[config.mk]
export PLATFORM = sky130hd
export DESIGN_NAME = motor_can_reply_decoder
export DESIGN_NICKNAME = d
export VERILOG_FILES = /design/src/sv/cmrd_pkg.sv /design/src/sv/cmrd_bcd.sv /design/src/sv/cmrd_motor_state.sv /design/src/sv/motor_can_reply_decoder.sv
export SDC_FILE = /design/constraint.sdc
export NUM_CORES = 1
export LEC_CHECK = 0
export BUFFER_PORTS_ARGS = -buffer_cell sky130_fd_sc_hd__buf_2
export CAP_MARGIN = 20
export CORE_ASPECT_RATIO = 1.1
export CORE_MARGIN = 1.5
export CORE_UTILIZATION = 46
export CTS_BUF_LIST = sky130_fd_sc_hd__clkbuf_4 sky130_fd_sc_hd__clkbuf_8 sky130_fd_sc_hd__clkbuf_16
export CTS_CLUSTER_DIAMETER = 30
export DETAILED_ROUTE_END_ITERATION = 8
export GPL_ROUTABILITY_DRIVEN = 0
export GPL_TIMING_DRIVEN = 0
export MAX_ROUTING_LAYER = met4
export PLACE_DENSITY = 0.75
export RECOVER_POWER = 100
export SLEW_MARGIN = 20
export SYNTH_ARGS = -nofsm -noshare
export SYNTH_HDL_FRONTEND = slang
export SYNTH_HIERARCHICAL = 1
export SYNTH_SLANG_ARGS = --single-unit
[constraint.sdc]
create_clock -name clk -period 13.5 [get_ports clk]
set_input_delay 2.025 -clock clk [delete_from_list [all_inputs] [get_ports clk]]
set_output_delay 2.025 -clock clk [all_outputs]
set_load 0.05 [all_outputs]
[src/sv/cmrd_pkg.sv]
// Shared types, constants and frame decode for the motor CAN reply decoder.
package cmrd_pkg;

  // Motor count limits and default
  localparam int MAX_MOTORS     = 8;
  localparam int DEF_NUM_MOTORS = 8;

  // Frame fields
  localparam logic [3:0]  FRAME_LEN_FULL = 4'd8;
  localparam logic [10:0] ID_MOTOR_BASE  = 11'h581;
  localparam logic [10:0] ID_TEMP        = 11'h589;
  localparam logic [7:0]  LEAD_STATUS    = 8'h2B;
  localparam logic [7:0]  LEAD_DATA      = 8'h23;

  // Status reply codes in byte 4
  localparam logic [7:0] ST_FAULT_CODE  = 8'h80;
  localparam logic [7:0] ST_STOP_CODE   = 8'h0E;
  localparam logic [7:0] ST_START_CODE  = 8'h07;
  localparam logic [7:0] ST_ENABLE_CODE = 8'h0F;

  // Data reply subcodes in byte 3
  localparam logic [7:0] SUB_ACK = 8'h00;
  localparam logic [7:0] SUB_FWD = 8'h03;
  localparam logic [7:0] SUB_REV = 8'h05;

  // Stored motor status codes
  localparam logic [1:0] MST_STOPPED = 2'd0;
  localparam logic [1:0] MST_ENABLED = 2'd1;
  localparam logic [1:0] MST_STARTED = 2'd2;
  localparam logic [1:0] MST_FAULT   = 2'd3;

  typedef enum logic [1:0] {
    KIND_IGNORED = 2'd0,
    KIND_TEMP    = 2'd1,
    KIND_STATUS  = 2'd2,
    KIND_DATA    = 2'd3
  } cmrd_kind_t;

  // Decoded control for one frame
  typedef struct packed {
    cmrd_kind_t  kind;
    logic [2:0]  idx;
    logic        upd_temp;
    logic        upd_status;
    logic [1:0]  status_code;
    logic        set_ready;
    logic        upd_motion;
    logic        reverse;
  } cmrd_dec_t;

  // Classify a frame and work out which state it touches
  function automatic cmrd_dec_t cmrd_decode(input logic [3:0]  len,
                                            input logic [10:0] id,
                                            input logic [7:0]  b0,
                                            input logic [7:0]  b3,
                                            input logic [7:0]  b4,
                                            input int          num);
    cmrd_dec_t   d;
    logic [10:0] off;
    d   = '0;
    off = id - ID_MOTOR_BASE;
    if (len == FRAME_LEN_FULL) begin
      if (id == ID_TEMP) begin
        d.kind     = KIND_TEMP;
        d.upd_temp = 1'b1;
      end else if (id >= ID_MOTOR_BASE && 32'(off) < num) begin
        d.idx = off[2:0];
        if (b0 == LEAD_STATUS) begin
          d.kind = KIND_STATUS;
          case (b4)
            ST_FAULT_CODE: begin
              d.upd_status  = 1'b1;
              d.status_code = MST_FAULT;
            end
            ST_STOP_CODE: begin
              d.upd_status  = 1'b1;
              d.status_code = MST_STOPPED;
            end
            ST_START_CODE: begin
              d.upd_status  = 1'b1;
              d.status_code = MST_STARTED;
            end
            ST_ENABLE_CODE: begin
              d.upd_status  = 1'b1;
              d.status_code = MST_ENABLED;
            end
            default: begin
              d.upd_status = 1'b0;
            end
          endcase
        end else if (b0 == LEAD_DATA) begin
          d.kind = KIND_DATA;
          if (b3 == SUB_ACK) begin
            d.set_ready = 1'b1;
          end else if (b3 == SUB_FWD || b3 == SUB_REV) begin
            d.set_ready  = 1'b1;
            d.upd_motion = 1'b1;
            d.reverse    = (b3 == SUB_REV);
          end
        end
      end
    end
    return d;
  endfunction

endpackage

[src/sv/cmrd_bcd.sv]
// Four-digit BCD word to binary hundredths; nibbles above nine keep their raw weight.
module cmrd_bcd (
  input  logic [15:0] bcd_word,
  output logic [14:0] value
);

  logic [3:0] d3, d2, d1, d0;

  // Split digits and weight them
  assign d3 = bcd_word[15:12];
  assign d2 = bcd_word[11:8];
  assign d1 = bcd_word[7:4];
  assign d0 = bcd_word[3:0];

  assign value = 15'(d3) * 15'd1000 + 15'(d2) * 15'd100
               + 15'(d1) * 15'd10 + 15'(d0);

endmodule

[src/sv/cmrd_motor_state.sv]
// Per-motor status, speed and current stores plus the sticky ready mask.
module cmrd_motor_state #(
  parameter int NUM_MOTORS = cmrd_pkg::DEF_NUM_MOTORS
) (
  input  logic               clk,
  input  logic               rst_n,
  input  logic               commit,
  input  cmrd_pkg::cmrd_dec_t dec,
  input  logic [15:0]        speed_raw,
  input  logic [15:0]        current_raw,
  output logic [2:0]         motor_index,
  output logic signed [2:0]  motor_status,
  output logic signed [15:0] motor_speed,
  output logic signed [15:0] motor_current,
  output logic [7:0]         ready_mask
);
  import cmrd_pkg::*;

  localparam int IDXW = (NUM_MOTORS > 1) ? $clog2(NUM_MOTORS) : 1;

  logic [1:0]            status_r  [NUM_MOTORS];
  logic [15:0]           speed_r   [NUM_MOTORS];
  logic [15:0]           current_r [NUM_MOTORS];
  logic [NUM_MOTORS-1:0] ready_r;
  logic [NUM_MOTORS-1:0] ready_nxt;

  logic [IDXW-1:0] sel;
  logic [15:0]     speed_in;
  logic [1:0]      status_post;
  logic [15:0]     speed_post;
  logic [15:0]     current_post;
  logic            is_motor;

  assign sel      = dec.idx[IDXW-1:0];
  assign is_motor = (dec.kind == KIND_STATUS) || (dec.kind == KIND_DATA);

  // Negate for reverse; wraps at the most negative value
  assign speed_in = dec.reverse ? 16'(~speed_raw + 16'd1) : speed_raw;

  // Values of the addressed motor after this frame
  always_comb begin
    status_post  = dec.upd_status ? dec.status_code : status_r[sel];
    speed_post   = dec.upd_motion ? speed_in : speed_r[sel];
    current_post = dec.upd_motion ? current_raw : current_r[sel];
    ready_nxt    = ready_r;
    if (dec.set_ready) begin
      ready_nxt = ready_r | (NUM_MOTORS'(1) << sel);
    end
  end

  // Commit the update when the frame moves into the result register
  always_ff @(posedge clk) begin
    if (!rst_n) begin
      for (int i = 0; i < NUM_MOTORS; i++) begin
        status_r[i]  <= MST_STOPPED;
        speed_r[i]   <= '0;
        current_r[i] <= '0;
      end
      ready_r <= '0;
    end else if (commit) begin
      if (dec.upd_status) begin
        status_r[sel] <= dec.status_code;
      end
      if (dec.upd_motion) begin
        speed_r[sel]   <= speed_in;
        current_r[sel] <= current_raw;
      end
      ready_r <= ready_nxt;
    end
  end

  // Zero motor fields on non-motor results
  assign motor_index   = is_motor ? dec.idx : 3'd0;
  assign motor_status  = is_motor ? {&status_post, status_post} : 3'sd0;
  assign motor_speed   = is_motor ? speed_post : 16'sd0;
  assign motor_current = is_motor ? current_post : 16'sd0;
  assign ready_mask    = 8'(ready_nxt);

endmodule

[src/sv/motor_can_reply_decoder.sv]
// Motor CAN reply decoder: input register, decode and state update, result register.
// The input register feeds the result register directly; an accepted beat passes both.
// Throughput: one frame per cycle while the result is not stalled.
// A stalled result holds the input register, which then stalls the input channel.
// Reset (rst_n low, synchronous) clears both valid flags, all motor stores,
// the ready mask and both temperatures to zero.
module motor_can_reply_decoder #(
  parameter int NUM_MOTORS = cmrd_pkg::DEF_NUM_MOTORS
) (
  input  logic               clk,
  input  logic               rst_n,
  input  logic               in_valid,
  output logic               in_stall,
  input  logic [3:0]         in_frame_len,
  input  logic [10:0]        in_can_id,
  input  logic [7:0]         in_byte0,
  input  logic [7:0]         in_byte1,
  input  logic [7:0]         in_byte2,
  input  logic [7:0]         in_byte3,
  input  logic [7:0]         in_byte4,
  input  logic [7:0]         in_byte5,
  input  logic [7:0]         in_byte6,
  input  logic [7:0]         in_byte7,
  output logic               out_valid,
  input  logic               out_stall,
  output logic [1:0]         out_result_kind,
  output logic [2:0]         out_motor_index,
  output logic signed [2:0]  out_motor_status,
  output logic signed [15:0] out_motor_speed,
  output logic signed [15:0] out_motor_current,
  output logic [7:0]         out_ready_mask,
  output logic [14:0]        out_cabin_temp,
  output logic [14:0]        out_wall_temp
);
  import cmrd_pkg::*;

  // Input register
  logic        in_vld_r;
  logic [3:0]  len_r;
  logic [10:0] id_r;
  logic [7:0]  b0_r, b3_r, b4_r, b5_r, b6_r, b7_r;

  // Result register
  logic               out_vld_r;
  logic [1:0]         kind_r;
  logic [2:0]         index_r;
  logic signed [2:0]  status_r;
  logic signed [15:0] speed_r;
  logic signed [15:0] current_r;
  logic [7:0]         ready_r;
  logic [14:0]        cabin_out_r;
  logic [14:0]        wall_out_r;

  // Temperature state
  logic [14:0] cabin_r, cabin_nxt;
  logic [14:0] wall_r, wall_nxt;
  logic [14:0] cabin_bin, wall_bin;

  logic               adv;
  logic               in_take;
  cmrd_dec_t          dec;
  logic [2:0]         m_index;
  logic signed [2:0]  m_status;
  logic signed [15:0] m_speed;
  logic signed [15:0] m_current;
  logic [7:0]         m_ready;

  // Handshake: advance when the result register is free or draining
  assign adv      = in_vld_r && (!out_vld_r || !out_stall);
  assign in_stall = in_vld_r && !adv;
  assign in_take  = in_valid && !in_stall;

  always_ff @(posedge clk) begin
    if (!rst_n) begin
      in_vld_r <= 1'b0;
    end else if (in_take) begin
      in_vld_r <= 1'b1;
    end else if (adv) begin
      in_vld_r <= 1'b0;
    end
  end

  // Capture the input beat
  always_ff @(posedge clk) begin
    if (in_take) begin
      len_r <= in_frame_len;
      id_r  <= in_can_id;
      b0_r  <= in_byte0;
      b3_r  <= in_byte3;
      b4_r  <= in_byte4;
      b5_r  <= in_byte5;
      b6_r  <= in_byte6;
      b7_r  <= in_byte7;
    end
  end

  // Decode the held frame; bytes 1 and 2 carry nothing used
  assign dec = cmrd_decode(len_r, id_r, b0_r, b3_r, b4_r, NUM_MOTORS);

  cmrd_bcd u_bcd_cabin (
    .bcd_word ({b5_r, b4_r}),
    .value    (cabin_bin)
  );

  cmrd_bcd u_bcd_wall (
    .bcd_word ({b7_r, b6_r}),
    .value    (wall_bin)
  );

  assign cabin_nxt = dec.upd_temp ? cabin_bin : cabin_r;
  assign wall_nxt  = dec.upd_temp ? wall_bin : wall_r;

  always_ff @(posedge clk) begin
    if (!rst_n) begin
      cabin_r <= '0;
      wall_r  <= '0;
    end else if (adv) begin
      cabin_r <= cabin_nxt;
      wall_r  <= wall_nxt;
    end
  end

  cmrd_motor_state #(
    .NUM_MOTORS (NUM_MOTORS)
  ) u_motor_state (
    .clk           (clk),
    .rst_n         (rst_n),
    .commit        (adv),
    .dec           (dec),
    .speed_raw     ({b5_r, b4_r}),
    .current_raw   ({b7_r, b6_r}),
    .motor_index   (m_index),
    .motor_status  (m_status),
    .motor_speed   (m_speed),
    .motor_current (m_current),
    .ready_mask    (m_ready)
  );

  // Result valid: set on advance, drop once taken
  always_ff @(posedge clk) begin
    if (!rst_n) begin
      out_vld_r <= 1'b0;
    end else if (adv) begin
      out_vld_r <= 1'b1;
    end else if (!out_stall) begin
      out_vld_r <= 1'b0;
    end
  end

  // Load the result beat
  always_ff @(posedge clk) begin
    if (adv) begin
      kind_r      <= dec.kind;
      index_r     <= m_index;
      status_r    <= m_status;
      speed_r     <= m_speed;
      current_r   <= m_current;
      ready_r     <= m_ready;
      cabin_out_r <= cabin_nxt;
      wall_out_r  <= wall_nxt;
    end
  end

  assign out_valid         = out_vld_r;
  assign out_result_kind   = kind_r;
  assign out_motor_index   = index_r;
  assign out_motor_status  = status_r;
  assign out_motor_speed   = speed_r;
  assign out_motor_current = current_r;
  assign out_ready_mask    = ready_r;
  assign out_cabin_temp    = cabin_out_r;
  assign out_wall_temp     = wall_out_r;

  // Non-motor results carry zero motor fields
  a_nonmotor_zero: assert property (@(posedge clk) disable iff (!rst_n)
    out_valid && (out_result_kind == KIND_IGNORED || out_result_kind == KIND_TEMP) |->
      out_motor_index == 3'd0 && out_motor_status == 3'sd0 &&
      out_motor_speed == 16'sd0 && out_motor_current == 16'sd0)
    else $error("motor fields not zero on non-motor result");

  // Ready bits only exist for configured motors
  a_ready_range: assert property (@(posedge clk) disable iff (!rst_n)
    out_valid |-> (out_ready_mask >> NUM_MOTORS) == 8'd0)
    else $error("ready bit set beyond motor count");

  // Input stalls only while a frame is held and cannot advance
  a_stall_cause: assert property (@(posedge clk) disable iff (!rst_n)
    in_stall |-> in_vld_r && out_vld_r && out_stall)
    else $error("input stalled without a blocked result");

  // A held frame that cannot move leaves the temperatures alone
  a_temp_hold: assert property (@(posedge clk) disable iff (!rst_n)
    !adv |=> $stable(cabin_r) && $stable(wall_r))
    else $error("temperature changed without an advance");

endmodule

==> results of run 1 <==
## stage by stage
step / util (%) / area [um2] / worst slack (ns)
CTS: 56.3 / 27500 / 8.23
global placement: 49.7 / 24300 / 3.58
floorplan: - / 22800 / 6.36
finish: 55.4 / 27100 / 5.20
global route: 55.4 / 27100 / 4.80
detailed placement: 50.3 / 24600 / 7.61
## metal layers
metal	GRT usage, %	routed length (um)	vias to the layer above
met5	-	0	-
met4	16.1	4190	0
met3	5.70	7720	279
met2	42.1	31500	1190
met1	32.5	24800	8207
li1	-	-	7384
## layout make-up
class | count | area share [%]
sequential | 453 | 48.7
inverter | 62 | 0.859
buffer | 112 | 1.77
tap | 652 | 3.01
clock inverter | 59 | 2.89
clock buffer | 91 | 7.91
multi-input combinational | 1233 | 32.4
timing repair buffer | 157 | 2.44
## report_power, final
part	internal [mW]	switching, mW
Clock	1.43	0.737
Sequential	1.59	0.0376
Combinational	0.258	0.406
## flip-flops by register name, indices dropped and copies added, names as in the netlist, 2 cells and up
signal                   cells
u_motor_state/ready_r        8
b3_r                         8
out_motor_current           16
out_cabin_temp              15
b4_r                         8
out_wall_temp               15
cabin_r                     15
u_motor_state/speed_r      128
out_motor_status             3
b6_r                         8
out_result_kind              2
out_ready_mask               8
len_r                        4
wall_r                      15
u_motor_state/status_r      16
b5_r                         8
u_motor_state/current_r    128
b0_r                         8
id_r                        11
out_motor_speed             16
b7_r                         8
out_motor_index              3
## final timing paths
kind              slack [ns]                             startpoint  depth (start not counted)                                      endpoint
setup / recovery        5.20                              out_stall                         13   u_motor_state/current_r[4][7]$_SDFFCE_PN0P_
setup reg to reg        5.31                      id_r[0]$_DFFE_PP_                         14  u_motor_state/current_r[6][13]$_SDFFCE_PN0P_
hold reg to reg         0.48  u_motor_state/ready_r[0]$_SDFFE_PN0P_                          1         u_motor_state/ready_r[0]$_SDFFE_PN0P_
hold / removal          0.48  u_motor_state/ready_r[0]$_SDFFE_PN0P_                          1         u_motor_state/ready_r[0]$_SDFFE_PN0P_
## critical path: cells and delay by family
| family | cells | cell delay [ns] |
|---|---|---|
| buffers and inverters | 8 | 4.96 |
| AND/OR/NAND/NOR | 5 | 1.46 |
==> reports/summary.txt, run 1 <==
outcome: complete, but fails checks
failing checks: capacitance limit, slew limit
setup_tns: 0 ns
P&R area growth vs syn: 19.1%
Worst-path clk slew: 0.05 ns
initial antenna violation count: 0
Hold Path Class: flop to flop
CTS Hold Bufs: 0
slowest stage delay, CP: 1.74 ns
CTS Sinks: 453
Worst path slowest cell: clkbuf_1
ant diodes: 0
Post-Synthesis Cell Area: 22,800 um2
die height: 236 um
DP Wirelength: 45.6 mm
synthesized net count: 2,080
Startpoint Class: input pin
Post-Syn Area per Cell: 12.2 um2
Syn Inst Count: 1,860
CP Data Required Time: 13.68 ns
Critical Path AT: 8.49 ns
PD cells: 164 nW/um2
htree depth: 3
fin crit period: 8.30 ns
Initial Util: 46.5%
drt total wl: 68.2 mm
Cells after DPL: 2,669
Crit Path Category: input pin to flop
DR WL/cell: 24.2 um
CTS tree: built
VDD IR max: 0.145 mV
via count: 17,060
largest net degree at the start of global routing: 54
first-pass GRT wire length: 101 mm
fill cell total of the finished layout: 4,020
Cell Count, Final, Fillers Out: 2,819
Post-CTS Resized: 0
post-CTS setup buffer count: 0
net count reported at finish: 2,320
core area: 48,900 um2
multi-input logic area: 8780 um2
root buf cell: clkbuf_16
worst-path fanout max: 36
Pwr Total: 4.46 mW
most common cell after layout, fill and taps aside: edfxtp_1
worst-path cell chain: clkbuf_1 -> nand2_1 -> nand2_1 -> inv_1 -> clkbuf_1 -> clkbuf_1 -> and3_1 -> clkbuf_1 -> clkbuf_1 -> nand2_1 -> clkbuf_1 -> nand2_1 -> clkbuf_1
fin. max-slew vios: 263
Finish-stage setup viols: 0
FMAX: 120 MHz
Slew headroom: -85.3%
Initial DRC Count: 2,310
RSZ-0062 raised after global routing: false
final hold slack: 0.482 ns
DRT Pass-1 Iters: 8
total global-route track usage: 27.1%
vias in the first global route: 17,030
Port Buffers: 146
die area: 50,800 um2
Max-Cap Viols: 10
layout cell share with drive strength beyond 1: 13.6%
final worst path period share: 61.5%
Residual DRC: 0
antenna viol nets, final: 0
Seq. cell area: 13,200 um2
Worst Setup End Kind: flop
most frequent cells in the layout: 413 x edfxtp_1, 199 x nor2_1, 183 x clkbuf_1, 163 x nand2_1, 133 x and3_1
Num CTS Buffers: 81
# IOs: 163
Leak Pwr: 10.7 nW
grt ovf: 0
Worst Skew: 0.0296 ns
final hold vios: 0
Most common cell on crit path: clkbuf_1
maximum clock path buffer count: 3
die width: 215 um
FP Rows: 85
via/cell ratio: 6.05
Slew @ Worst Pin: 2.78 ns
clk_lat worst skew: 0.62 ns
Yosys warning total: 6
Power figures use the tool's default switching activity.
==> run 2: changes to the inputs <==
==> constraint.sdc (replaced) <==
create_clock -name clk -period 8.4 [get_ports clk]
set_input_delay 1.26 -clock clk [delete_from_list [all_inputs] [get_ports clk]]
set_output_delay 1.26 -clock clk [all_outputs]
set_load 0.05 [all_outputs]
==> reports/summary.txt, run 2 (synthesis results as in run 1) <==
outcome: complete, but fails checks
failing checks: capacitance limit, slew limit
final hold vios: 0 (unchanged)
Max-Cap Viols: 3 (-7)
worst hold start: cabin_r[1]$_SDFFE_PN0P_
CTS tree: built
Residual DRC: 0 (unchanged)
FMAX: 143 MHz
htree depth: 3 (unchanged)
Worst Setup End Kind: flop
DR WL/cell: 24.2 um (about the same)
fin. max-slew vios: 123 (-53%)
Finish-stage setup viols: 0 (unchanged)
Critical Path AT: 7.26 ns (-1.23 ns)
Num CTS Buffers: 81 (unchanged)
DRT Pass-1 Iters: 9 (+1)
core area: 48,900 um2 (unchanged)
busiest grt layer: met2
Initial DRC Count: 2,198 (-4.8%)
Cells after DPL: 2,669 (unchanged)
leading registers by flop count: u_motor_state/current_r (128), u_motor_state/speed_r (128)
Hold Path Sink: cabin_r[1]$_SDFFE_PN0P_
PD cells: 263 nW/um2 (+60%)
die height: 236 um (unchanged)
Startpoint Class: flop
drt total wl: 68.2 mm (about the same)
total global-route track usage: 27.1% (about the same)
clk_lat worst skew: 0.62 ns (about the same)
FF-to-FF setup slack: 1.43 ns (-3.88 ns)
RR Startpoint: id_r[0]$_DFFE_PP_
fin crit period: 6.97 ns
CP Buf/Inv Count: 5 (-3)
ant diodes: 0 (unchanged)
maximum clock path buffer count: 3 (unchanged)
crit-path leading delay family: simple AND/OR/NAND/NOR gates
CTS Hold Bufs: 0 (unchanged)
WHS Path Cells: 2 (+1)
RSZ-0062 raised after global routing: false
CP Data Required Time: 8.69 ns (-4.99 ns)
via/cell ratio: 6.05 (about the same)
Slew headroom: -85.0% (+0.27 points)
vias in the first global route: 17,028 (-0.012%)
Hold Path Class: flop to flop
DP Wirelength: 45.6 mm (unchanged)
met1 Use GR: 32.6% (+0.034 points)
die width: 215 um (unchanged)
largest net degree at the start of global routing: 54 (unchanged)
final hold slack: 0.479 ns (-0.00297 ns)
final worst path period share: 83.0%
Slew @ Worst Pin: 2.78 ns (-0.00403 ns)
Leak Pwr: 10.8 nW (+0.66%)
met2 Use GR: 42.2% (+0.098 points)
initial antenna violation count: 0 (unchanged)
Worst Skew: 0.0305 ns (+0.000949 ns)
Worst-path clk slew: 0.05 ns (about the same)
Port Buffers: 146 (unchanged)
antenna viol nets, final: 0 (unchanged)
FP Rows: 85 (unchanged)
grt met3 use: 5.66% (-0.039 points)
reg2reg end: u_motor_state/current_r[7][5]$_SDFFCE_PN0P_
VDD IR max: 0.235 mV (+63%)
R2R depth: 14 (unchanged)
grt ovf: 0 (unchanged)
# IOs: 163 (unchanged)
worst-path fanout max: 19 (-47%)
Post-CTS Resized: 0 (unchanged)
CTS Sinks: 453 (unchanged)
Cell Count, Final, Fillers Out: 2,819 (unchanged)
P&R area growth vs syn: 19.8%
slowest stage delay, CP: 1.11 ns (-0.63 ns)
Design Area, Final: 27,300 um2 (+0.58%)
Crit Path Category: flop to flop
die area: 50,800 um2 (unchanged)
net count reported at finish: 2,320 (unchanged)
layout cell share with drive strength beyond 1: 13.8% (+0.28 points)
most frequent cells in the layout: 413 x edfxtp_1, 199 x nor2_1, 178 x clkbuf_1, 161 x nand2_1, 133 x and3_1
first-pass GRT wire length: 101 mm (about the same)
Worst path slowest cell: nor4_1
root buf cell: clkbuf_16
setup_tns: 0 ns (unchanged)
most common cell after layout, fill and taps aside: edfxtp_1
dpl cell area: 24,600 um2 (unchanged)
post-CTS setup buffer count: 0 (unchanged)
worst-path cell chain: inv_1 -> ha_1 -> or2_1 -> a211oi_1 -> nor2_1 -> nor4_1 -> clkbuf_1 -> nand2_1 -> nor2_1 -> clkbuf_1 -> nand2_1 -> clkbuf_1 -> nand2_1 -> buf_12
Core Util, Final: 55.7% (+0.32 points)
via count: 17,045 (-0.088%)
Initial Util: 46.5% (unchanged)
[run 2: changes by cell type in the layout (fill, tap and decap cells not counted), sizes merged]
cell,previous run,this run
clkbuf,274,269
buf,86,91
[run 2: area by class of cell]
cell class                      count  area [um2]
Clock buffer                       91        2140
Tap cell                          652         816
Sequential cell                   453       13200
Multi-Input combinational cell   1233        8780
Inverter                           62         233
Buffer                            112         473
Fill cell                        3994       21700
Clock inverter                     59         783
Timing Repair Buffer              157         822
[run 2: worst reg2reg max path: cells and delay by family, from the launching register on]
kind / cells / cell delay, ns
DFF: 1 / 0.37
AOI/OAI and AO/OA: 1 / 0.53
buffers and inverters: 5 / 2.00
and+or+nand+nor: 7 / 3.49
adders and majority gates: 1 / 0.23
[run 2: layer usage]
| metal | routed length (um) | part of all wire [%] |
|---|---|---|
| met5 | 0 | 0 |
| met4 | 4080 | 6.0 |
| met3 | 7850 | 12 |
| met2 | 31600 | 46 |
| met1 | 24600 | 36 |
[run 2: metrics by stage]
step / setup slack (ns) / power (mW)
2_1_floorplan: 2.02 / 3.45
3_3_place_gp: -0.757 / 3.69
3_5_place_dp: 3.21 / 3.72
4_1_cts: 3.17 / 7.20
5_1_grt: 1.41 / 7.41
6_report: 1.43 / 7.17
[run 2: how the worst max path moves through the flow]
stage,from,endpoint,slack (ns),cells past startpoint
3_5_place_dp,id_r[0]$_DFFE_PP_,u_motor_state/current_r[6][7]$_SDFFCE_PN0P_,3.21,15
2_1_floorplan,out_stall,u_motor_state/current_r[7][0]$_SDFFCE_PN0P_,2.02,11
6_report,id_r[0]$_DFFE_PP_,u_motor_state/current_r[7][5]$_SDFFCE_PN0P_,1.43,14
3_3_place_gp,out_stall,u_motor_state/current_r[7][7]$_SDFFCE_PN0P_,-0.76,12
4_1_cts,id_r[0]$_DFFE_PP_,u_motor_state/current_r[6][7]$_SDFFCE_PN0P_,3.17,15
5_1_grt,id_r[0]$_DFFE_PP_,u_motor_state/speed_r[7][6]$_SDFFCE_PN0P_,1.41,14
[run 2: report_power, final]
| group | internal, mW | switching, mW | leakage, nW |
|---|---|---|---|
| clock | 2.30 | 1.18 | 1.43 |
| combinational | 0.423 | 0.651 | 4.96 |
| sequential | 2.55 | 0.0603 | 4.39 |
